$ cat src/dotted_ipv4_address_parser_assert.svh
// Assertion macros for the dotted IPv4 address parser.
// Each macro expands to an empty body when SYNTHESIS is defined.
`ifndef DOTTED_IPV4_ADDRESS_PARSER_ASSERT_SVH
`define DOTTED_IPV4_ADDRESS_PARSER_ASSERT_SVH
`ifndef SYNTHESIS
`define DIP_ASSERT_IMPLY(label, clk, rst, ante, cons) \
   label: assert property (@(posedge clk) disable iff (rst) (ante) |-> (cons)) \
      else $error("parser check failed: implication");
`define DIP_ASSERT_NEXT(label, clk, rst, ante, cons) \
   label: assert property (@(posedge clk) disable iff (rst) (ante) |=> (cons)) \
      else $error("parser check failed: next-cycle implication");
`else
`define DIP_ASSERT_IMPLY(label, clk, rst, ante, cons)
`define DIP_ASSERT_NEXT(label, clk, rst, ante, cons)
`endif
`endif

$ cat src/dipv4p_pkg.sv
// Shared types and character codes for the dotted IPv4 address parser.
// No dependencies.
package dipv4p_pkg;

   typedef enum logic [2:0] {
      PH_START  = 3'd0,
      PH_ZERO   = 3'd1,
      PH_DIGITS = 3'd2,
      PH_TRAIL  = 3'd3,
      PH_ERROR  = 3'd4
   } phase_type;

   typedef enum logic [1:0] {
      RX_DEC = 2'd0,
      RX_OCT = 2'd1,
      RX_HEX = 2'd2
   } radix_type;

   localparam logic [7:0] CH_NUL   = 8'h00;
   localparam logic [7:0] CH_DOT   = 8'h2E;
   localparam logic [7:0] CH_ZERO  = 8'h30;
   localparam logic [7:0] CH_NINE  = 8'h39;
   localparam logic [7:0] CH_ONE   = 8'h31;
   localparam logic [7:0] CH_LO_A  = 8'h61;
   localparam logic [7:0] CH_LO_F  = 8'h66;
   localparam logic [7:0] CH_LO_X  = 8'h78;
   localparam logic [7:0] CH_UP_X  = 8'h58;
   localparam logic [7:0] CH_SPACE = 8'h20;
   localparam logic [7:0] CH_TAB   = 8'h09;
   localparam logic [7:0] CH_CR    = 8'h0D;
   localparam logic [7:0] CASE_BIT = 8'h20;

   localparam int unsigned NUM_CLOSED = 3;

endpackage

$ cat src/dotted_ipv4_address_parser.sv
// Dotted IPv4 address parser: top level, one character per transfer.
// Depends on dipv4p_pkg and dotted_ipv4_address_parser_assert.svh.

// Usage
//   req_ channel: one ASCII character of address text per transfer in
//   req_tdata. A NUL character (zero) ends the string.
//   rsp_ channel: one result per NUL. rsp_tdata carries the 32-bit address
//   (first part in bits 31..24, zero when the text is malformed) and
//   rsp_tuser flags whether the text was a well-formed address.
// Throughput: one character per cycle while req_tready is high, set by the
//   update of the part accumulator (constant-base shift-and-add) and the parse state.
// Result: registered; it appears on rsp_ in the cycle after the NUL transfer.
// Stall: the result register holds until taken; characters keep flowing while
//   no result waits or while the waiting one is taken in the same cycle. A
//   held result that is not taken stalls req_ for every character, not only
//   for the next NUL.
// Reset: synchronous, active high; clears parse state and the result valid.
//   No clearing pass is needed.
// After a malformed character or trailing whitespace, characters up to the
//   NUL are dropped; after the NUL the block is ready for the next string.

`include "dotted_ipv4_address_parser_assert.svh"

module dotted_ipv4_address_parser
   import dipv4p_pkg::*;
(
   input  logic        clock,
   input  logic        reset,
   input  logic        req_tvalid,
   output logic        req_tready,
   input  logic [7:0]  req_tdata,   // [7:0] char_in
   output logic        rsp_tvalid,
   input  logic        rsp_tready,
   output logic [31:0] rsp_tdata,   // [31:0] address
   output logic        rsp_tuser    // [0] valid_res
);

   // parse state
   phase_type   phase_ff, phase_in;
   radix_type   radix_ff, radix_in;
   logic [31:0] accum_ff, accum_in;
   logic [1:0]  part_count_ff, part_count_in;
   logic [7:0]  part_low_byte_ff [NUM_CLOSED];
   logic        part_over_255_ff [NUM_CLOSED];

   // result register
   logic        rsp_valid_ff, rsp_valid_in;
   logic [31:0] rsp_addr_ff, rsp_addr_in;
   logic        rsp_ok_ff, rsp_ok_in;

   logic        accept;
   logic        is_nul;
   logic [7:0]  ch;
   logic [7:0]  ch_lower;
   logic        is_dec_digit;
   logic        is_hex_letter;
   logic        is_space;
   logic [3:0]  digit_val;
   radix_type   eff_radix;
   logic [31:0] accum_scaled;
   logic        close_part;
   logic        finish_ok;
   logic [31:0] finish_addr;

   // accept a character unless a result waits and a new one cannot displace it
   assign req_tready = !rsp_valid_ff || rsp_tready;
   assign accept     = req_tvalid && req_tready;
   assign ch         = req_tdata;
   assign is_nul     = (ch == CH_NUL);

   // character classes
   assign ch_lower      = ch | CASE_BIT;
   assign is_dec_digit  = (ch >= CH_ZERO) && (ch <= CH_NINE);
   assign is_hex_letter = (eff_radix == RX_HEX) && (ch_lower >= CH_LO_A)
                          && (ch_lower <= CH_LO_F);
   assign is_space      = (ch == CH_SPACE) || ((ch >= CH_TAB) && (ch <= CH_CR));

   // after a leading zero the next character is taken as octal
   assign eff_radix = (phase_ff == PH_ZERO) ? RX_OCT : radix_ff;

   always_comb begin
      if (is_dec_digit) begin
         digit_val = ch[3:0];
      end else begin
         digit_val = ch_lower[3:0] + 4'd9;
      end
   end

   // accum * base as shifts; wraps modulo 2^32
   always_comb begin
      case (eff_radix)
         RX_HEX:  accum_scaled = accum_ff << 4;
         RX_OCT:  accum_scaled = accum_ff << 3;
         default: accum_scaled = (accum_ff << 3) + (accum_ff << 1);
      endcase
   end

   // close test for the address at the NUL
   always_comb begin
      finish_ok   = (phase_ff == PH_ZERO) || (phase_ff == PH_DIGITS)
                    || (phase_ff == PH_TRAIL);
      finish_addr = accum_ff;
      case (part_count_ff)
         2'd0: begin
         end
         2'd1: begin
            if ((accum_ff > 32'h00FF_FFFF) || part_over_255_ff[0]) begin
               finish_ok = 1'b0;
            end
            finish_addr = accum_ff | {part_low_byte_ff[0], 24'h0};
         end
         2'd2: begin
            if ((accum_ff > 32'h0000_FFFF) || part_over_255_ff[0]
                || part_over_255_ff[1]) begin
               finish_ok = 1'b0;
            end
            finish_addr = accum_ff
                          | {part_low_byte_ff[0], part_low_byte_ff[1], 16'h0};
         end
         default: begin
            if ((accum_ff > 32'h0000_00FF) || part_over_255_ff[0]
                || part_over_255_ff[1] || part_over_255_ff[2]) begin
               finish_ok = 1'b0;
            end
            finish_addr = accum_ff | {part_low_byte_ff[0], part_low_byte_ff[1],
                                      part_low_byte_ff[2], 8'h0};
         end
      endcase
      if (!finish_ok) begin
         finish_addr = 32'h0;
      end
   end

   // next parse state for one character
   always_comb begin
      phase_in      = phase_ff;
      radix_in      = radix_ff;
      accum_in      = accum_ff;
      part_count_in = part_count_ff;
      close_part    = 1'b0;
      if (is_nul) begin
         phase_in      = PH_START;
         radix_in      = RX_DEC;
         accum_in      = 32'h0;
         part_count_in = 2'd0;
      end else begin
         case (phase_ff)
            PH_START: begin
               radix_in = RX_DEC;
               if (ch == CH_ZERO) begin
                  accum_in = 32'h0;
                  phase_in = PH_ZERO;
               end else if ((ch >= CH_ONE) && (ch <= CH_NINE)) begin
                  accum_in = {28'h0, ch[3:0]};
                  phase_in = PH_DIGITS;
               end else begin
                  phase_in = PH_ERROR;
               end
            end
            PH_ZERO, PH_DIGITS: begin
               phase_in = PH_DIGITS;
               if ((phase_ff == PH_ZERO) && ((ch == CH_LO_X) || (ch == CH_UP_X))) begin
                  radix_in = RX_HEX;
               end else begin
                  radix_in = eff_radix;
                  if (is_dec_digit || is_hex_letter) begin
                     accum_in = accum_scaled + {28'h0, digit_val};
                  end else if (ch == CH_DOT) begin
                     if (part_count_ff == 2'd3) begin
                        phase_in = PH_ERROR;
                     end else begin
                        close_part    = 1'b1;
                        part_count_in = part_count_ff + 2'd1;
                        accum_in      = 32'h0;
                        radix_in      = RX_DEC;
                        phase_in      = PH_START;
                     end
                  end else if (is_space) begin
                     phase_in = PH_TRAIL;
                  end else begin
                     phase_in = PH_ERROR;
                  end
               end
            end
            PH_TRAIL: begin
            end
            default: begin
               phase_in = PH_ERROR;
            end
         endcase
      end
   end

   // result register: load on NUL, drop once taken
   always_comb begin
      rsp_valid_in = rsp_valid_ff;
      rsp_addr_in  = rsp_addr_ff;
      rsp_ok_in    = rsp_ok_ff;
      if (rsp_valid_ff && rsp_tready) begin
         rsp_valid_in = 1'b0;
      end
      if (accept && is_nul) begin
         rsp_valid_in = 1'b1;
         rsp_addr_in  = finish_addr;
         rsp_ok_in    = finish_ok;
      end
   end

   always_ff @(posedge clock) begin
      if (reset) begin
         phase_ff      <= PH_START;
         radix_ff      <= RX_DEC;
         accum_ff      <= 32'h0;
         part_count_ff <= 2'd0;
         rsp_valid_ff  <= 1'b0;
      end else begin
         if (accept) begin
            phase_ff      <= phase_in;
            radix_ff      <= radix_in;
            accum_ff      <= accum_in;
            part_count_ff <= part_count_in;
         end
         rsp_valid_ff <= rsp_valid_in;
      end
   end

   // payload registers: no reset
   always_ff @(posedge clock) begin
      rsp_addr_ff <= rsp_addr_in;
      rsp_ok_ff   <= rsp_ok_in;
      if (accept && close_part) begin
         part_low_byte_ff[part_count_ff] <= accum_ff[7:0];
         part_over_255_ff[part_count_ff] <= (accum_ff > 32'h0000_00FF);
      end
   end

   assign rsp_tvalid = rsp_valid_ff;
   assign rsp_tdata  = rsp_addr_ff;
   assign rsp_tuser  = rsp_ok_ff;

   // a result appears only after a NUL transfer
   `DIP_ASSERT_IMPLY(a_rsp_after_nul, clock, reset, $rose(rsp_valid_ff),
                     $past(accept) && $past(is_nul))
   // a malformed string reports a zero address
   `DIP_ASSERT_IMPLY(a_bad_is_zero, clock, reset, rsp_valid_ff && !rsp_ok_ff,
                     rsp_addr_ff == 32'h0)
   // the NUL leaves the parser ready for a new string
   `DIP_ASSERT_NEXT(a_nul_clears, clock, reset, accept && is_nul,
                    (phase_ff == PH_START) && (part_count_ff == 2'd0)
                    && (accum_ff == 32'h0))
   // a lone leading zero holds nothing in the accumulator
   `DIP_ASSERT_IMPLY(a_zero_empty, clock, reset, phase_ff == PH_ZERO,
                     accum_ff == 32'h0)

endmodule
$ cat config.mk
export PLATFORM = sky130hd
export DESIGN_NAME = dotted_ipv4_address_parser
export DESIGN_NICKNAME = d
export VERILOG_FILES = /design/src/dipv4p_pkg.sv /design/src/dotted_ipv4_address_parser.sv
export VERILOG_INCLUDE_DIRS = /design/src /design/src/src
export SDC_FILE = /design/constraint.sdc
export NUM_CORES = 1
export LEC_CHECK = 0
export BUFFER_PORTS_ARGS = -buffer_cell sky130_fd_sc_hd__buf_2
export CORE_MARGIN = 3
export CORE_UTILIZATION = 61
export DETAILED_ROUTE_END_ITERATION = 8
export GPL_TIMING_DRIVEN = 0
export PLACE_DENSITY = 0.91
export SLEW_MARGIN = 20
export SYNTH_ARGS = -nofsm -noshare
export SYNTH_HDL_FRONTEND = slang
export SYNTH_SLANG_ARGS = --single-unit
$ cat constraint.sdc
create_clock -name clock -period 7.9 [get_ports clock]
set_input_delay 1.185 -clock clock [delete_from_list [all_inputs] [get_ports clock]]
set_output_delay 1.185 -clock clock [all_outputs]
set_load 0.03 [all_outputs]
Yosys cells after proc, flatten, opt, wreduce, memory -nomap -nowiden:

Memories as Yosys holds them, arrays and structs flattened.
Index checks and enable logic that the tools add are counted.

* memories: 2
* logic and storage cells: 129
* input port bits: 12
* register bits after elaboration: 73
* output and inout port bits: 35
* bits in writable memories: 27

* equal/unequal tests: 21
* add/sub/neg operators: 4
* $lt $le $gt $ge: 10
* mux-type cells: 47
* bitwise gates (word level): 3
* reductions and logical operators: 35

Memories
* part_low_byte_ff: words 3, width 8, rd ports 3, clocked after memory_dff 0, wr ports 1, line dotted_ipv4_address_parser.sv:43 `logic [7:0] part_low_byte_ff [NUM_CLOSED];`
* part_over_255_ff: words 3, width 1, rd ports 3, clocked after memory_dff 0, wr ports 1, line dotted_ipv4_address_parser.sv:44 `logic part_over_255_ff [NUM_CLOSED];`

Operators by type and width (count)
* 2-to-1 mux 32 bit: 7
* one-hot mux 32 bit (2 select lines): 2
* OR 32 bit: 3
* one-hot mux 32 bit (3 select lines): 1
* adder 32 bit: 1
* adder 32 x 4 -> 32 bit: 1
* greater-than comparator 32 x 16 -> 1 bit, second input constant: 1
* greater-than comparator 32 x 24 -> 1 bit, second input constant: 1
* greater-than comparator 32 x 8 -> 1 bit, second input constant: 1
* == test 8 x 6 -> 1 bit, second input constant: 3
* 2-to-1 mux 2 bit: 12
* 2-to-1 mux 3 bit: 8
* == test 8 x 7 -> 1 bit, second input constant: 2
* >= comparator 8 x 6 -> 1 bit, second input constant: 2
* 2-to-1 mux 1 bit: 13
* logical OR 1 bit: 12
* inequality test 4 bit, second input constant: 3
* AND reduction 6 bit: 2
* logical AND 1 bit: 10
* one-hot mux 3 bit (3 select lines): 1
* >= comparator 8 x 4 -> 1 bit, second input constant: 1
* >= comparator 8 x 7 -> 1 bit, second input constant: 1
* <= comparator 8 x 4 -> 1 bit, second input constant: 1
* <= comparator 8 x 6 -> 1 bit, second input constant: 1
* 20 further kinds: 30

Longest topological paths before layout:

* word-level depth: 13
* gate-level depth with buffers: 24
* depth with buffers taken out: 18

Least setup slack after synthesis:

Ideal clock, no wire load.

* path kind: register -> register
* start point: register phase_ff[1]
* end point: register accum_ff[31]
* path slack: 2468 ps
* period minus slack after synthesis: 5432 ps
* stages on the path, launching flop included: 25
* required time: 7773 ps
* buffers on the path: 7
* setup time: 127 ps
* data arrival time: 5305 ps
* path through: dfxtp_1 -> clkbuf_1 -> nor2_1 -> a21oi_1 -> inv_1 -> ha_1 -> clkbuf_1 -> clkbuf_1 -> buf_1 -> clkbuf_1 -> buf_1 -> clkbuf_1 -> and2_1 -> ha_1 -> fa_1 -> a21oi_1 -> nor3_1 -> nand2_1 -> nor4_2 -> o211ai_1 -> or2_4 -> nor4_4 -> and4bb_1 -> xnor2_1 -> o21ai_1

* word-level cells in the longest chain between the ends: 10
* elaborated cells between the ends (all ways): 23
* classes of those cells: add/sub (1); eq/ne (8); mux (6); reduce/logical (8)

RTL lines
* start, declared: line dotted_ipv4_address_parser.sv:39 `phase_type phase_ff, phase_in;`
* start signal, assigned: line dotted_ipv4_address_parser.sv:218 `phase_ff <= phase_in;`
* parallel branches: the longest is 10 deep, another holds adder 32 x 4 -> 32 bit
* end signal, assigned: line dotted_ipv4_address_parser.sv:220 `accum_ff <= accum_in;`
* end, declared: line dotted_ipv4_address_parser.sv:41 `logic [31:0] accum_ff, accum_in;`

Several ways; the timed one is not identified. The select of a mux whose other input is x is not followed.
A chain may end at the register's enable or synchronous reset.

Final worst setup path:

Ends and elaborated chain as after synthesis.

==> out/qor.yml <==
worst_setup_path:
  critPathKind: "flop to flop"
  crit_buf_inv: 8
  critical_path.top_delay_family: "buffers and inverters"
  crit_required_ps: 8120
  arrival_ps: 7430
  crit_top_cell: "clkbuf_1"
  ff2ff_setup_slack_ps: 680
  end_kind: "flop"
  regToRegStartpoint: "phase_ff[1]"
  start_kind: "flop"
  crit_fanout: 10
  cp_slowest_cell: "clkbuf_1"
  ff2ff_path_depth: 24
  r2r-end: "accum_ff[31]"
  slowest_delay_ps: 490
  path_cells: "clkbuf_1, nor2_1, a21oi_1, inv_1, ha_1, clkbuf_1, clkbuf_1, buf_1, clkbuf_1, buf_1, clkbuf_1, and2_1, ha_1, fa_1, a21oi_1, nor3_1, nand2_1, nor4_2, o211ai_1, or2_4, nor4_4, and4bb_1, xnor2_1, o21ai_1"
synthesis:
  yosysTopAreaCellShare_pct: 25.22
  synth.largest_area_cell: "edfxtp_1"
  async_flop_share_pct: 0
  ys_ff_latch: 100
  synthFlopType: "edfxtp_1"
  seq_area_frac_synth_pct: 36.43
  synthCells: 811
  syn_nets: 867
  syn_avg_cell_area_um2: 8.809
  synth_edf_count: 60
  ys_top_cells_by_area: "edfxtp_1 25%, dfxtp_1 11%, ha_1 7.4%"
  netlist_area_um2: 7144
  synth.distinct_cells: 84
  ys_warn_count: 0
power_and_ir_drop:
  seqPwrFrac_pct: 54.3
  power_switching_mw: 0.2288
  comb_power_share_pct: 4.3
  total_power_mw: 1.018
  swShare_pct: 22.48
  vdd_drop_max_uv: 233.2
  p_int_mw: 0.7889
  p_leak_nw: 2.969
  powerDensity_nw_per_um2: 130.1
  pwr-share-clk_pct: 41.4
cells_and_area:
  fillCellCount: 757
  diodes: 0
  synthToLayoutAreaGrowth_pct: 9.492
  drive_above_1_share_pct: 10.33
  nNetsFinal: 922
clock_network:
  cts.sinks: 100
  cts_made_buffers: 9
  htreeDepth: 3
  clockBufferDepth: 2
  clock_latency_ps: 350
  cts_tree: "built"
  cts_setup_buffers: 0
  ctsHoldBuffers: 0
  cts_resized: 0
  root_buffer: "clkbuf_16"
  clkTransAtPathRegs_ps: 70
timing:
  max_freq_ghz: 0.1385
  clock_skew_ps: 7.982
  finalSetupViolCount: 0
  whs_ps: 525.5
  hold_viol_final: 0
  fin_crit_sh_pct: 91.37
  fin_crit_ps: 7218
  drv_slew: 0
  slew_headroom_pct: 46.62
  setup_tns_ps: 0
  grt_setup_unrepaired: "false"
  setup_slack_ps: 681.7
  max_slew.worst_pin.slew_ps: 794.6
global_routing:
  gr-total-overflow: 0
  grt_pass1_wl_um: 33200
  grt_usage_pct: 31.89
  grt_max_degree: 37
  grt_pass1_vias: 6544
  antenna_found_initial: 0
die:
  rows: 38
  initial_utilization_pct: 64.22
  die_area_um2: 13050
  chipHeight_um: 114.2
  pin_count: 47
  core-area_um2: 11130
  die_width_um: 114.2
worst_hold_path:
  whs_path_depth: 2
  hold_end: "accum_ff[30]"
  min_path_type: "flop to flop"
  min_from: "accum_ff[30]"
placed_design:
  place_ws_ps: 932.0
  dp_hpwl_um: 14780
  portBuffers: 44
  place_congestion: 1.012
routing:
  vias_per_cell: 7.008
  drc: 0
  wl_per_cell_um: 20.62
  num_vias: 7085
  drtAntennaViolNets: 0
  drt_iter0_markers: 1151
  drt-total-wl_um: 20840
  drt_pass1_iterations: 9
status:
  run_status: "finished clean"
run:
  max-cap-violations: 0
-- final cells by class --
| cell class | instances | area [µm²] | area share [%] |
|---|---|---|---|
| buffer | 47 | 187.7 | 2.399 |
| clock buffer | 10 | 239.0 | 3.055 |
| clock inverter | 6 | 43.79 | 0.5598 |
| inverter | 23 | 86.33 | 1.104 |
| multi-input combinational | 641 | 4268 | 54.56 |
| sequential | 100 | 2603 | 33.27 |
| tap | 140 | 175.2 | 2.239 |
| timing repair buffer | 44 | 220.2 | 2.815 |
-- registers in the layout, indices dropped and copies added, names as in the netlist --
signal,count
rsp_tdata,32
radix_ff,2
accum_ff,32
part_over_255_ff,3
part_low_byte_ff,24
phase_ff,3
rsp_tuser,1
part_count_ff,2
rsp_tvalid,1
-- power by group through the flow --
stage / Combinational (mW) / Sequential [mW] / Clock, mW
2_1_floorplan: 0.0301 / 0.562 / 0
3_3_place_gp: 0.0401 / 0.564 / 0
3_5_place_dp: 0.0417 / 0.564 / 0
4_1_cts: 0.0426 / 0.552 / 0.418
5_1_grt: 0.0489 / 0.553 / 0.434
6_report: 0.0437 / 0.553 / 0.421
-- tightest hold or removal path, cell delays in order, from the launching register on --
cell     delay (ps)
dfxtp_1         360
nand2_1          70
o21ai_1          50
-- cell usage in the layout, fill, tap and decap left out, drive strengths merged, types with 12 or more instances in the layout --
master / instances
clkbuf: 47
o21ai: 41
nor4: 17
buf: 54
a221oi: 13
a221o: 13
nand3: 12
edfxtp: 60
inv: 28
nor3: 31
nor2: 88
xnor2: 23
a21oi: 92
nand2: 56
and2: 18
xor2: 15
ha: 42
dfxtp: 40
-- Yosys cell counts, drive strengths merged, types with 11 or more instances --
cell and number:
nand2 56, ha 42, o21a 11, a31oi 11, nand3 12, clkbuf 37, inv 23, o21ai 41
edfxtp 60, xnor2 23, a221oi 13, a21oi 92, a221o 13, nand4 11, and2 18, nor3 31
xor2 15, nor4 17, dfxtp 40, nor2 88
-- cells by family (layout without fill, tap and decap cells) --
kind of cell	after synthesis	count (layout)	synth area share, %
DFF	100	100	36.43
adders and majority gates	44	44	7.916
and+or+nand+nor	292	292	21.61
muxes	3	3	0.4203
AOI/OAI and AO/OA	264	264	25.13
buffers and inverters	70	130	3.835
xor gates and xnor gates	38	38	4.659
-- stage by stage --
step | cells | area (µm²) | util (%)
after global routing | 1011 | 7823 | 70.31
after floorplan | 811 | 7144 | -
after CTS | 1011 | 7823 | 70.31
after global placement | 995 | 7540 | 67.77
after detailed placement | 995 | 7540 | 67.77
final | 1011 | 7823 | 70.31
-- layer usage --
metal  track usage [%]  up-vias  routed length, µm
met1             42.53     3236               8071
met4             16.94        0               1102
met2             50.16      530               9313
met3             4.863      112               2355
li1                  -     3207                  -
met5                 0        -                  0
-- worst max-delay path by stage --
stage           startpoint  cells after the start  slack [ps]            to
2_1_floorplan  phase_ff[1]                     24        2470  accum_ff[31]
3_3_place_gp   phase_ff[1]                     24        1180  accum_ff[31]
3_5_place_dp   phase_ff[1]                     24         930  accum_ff[31]
4_1_cts        phase_ff[1]                     24         900  accum_ff[31]
5_1_grt        phase_ff[1]                     24         260  accum_ff[31]
6_report       phase_ff[1]                     24         680  accum_ff[31]
Note: power is estimated with default switching activity, not from simulation.
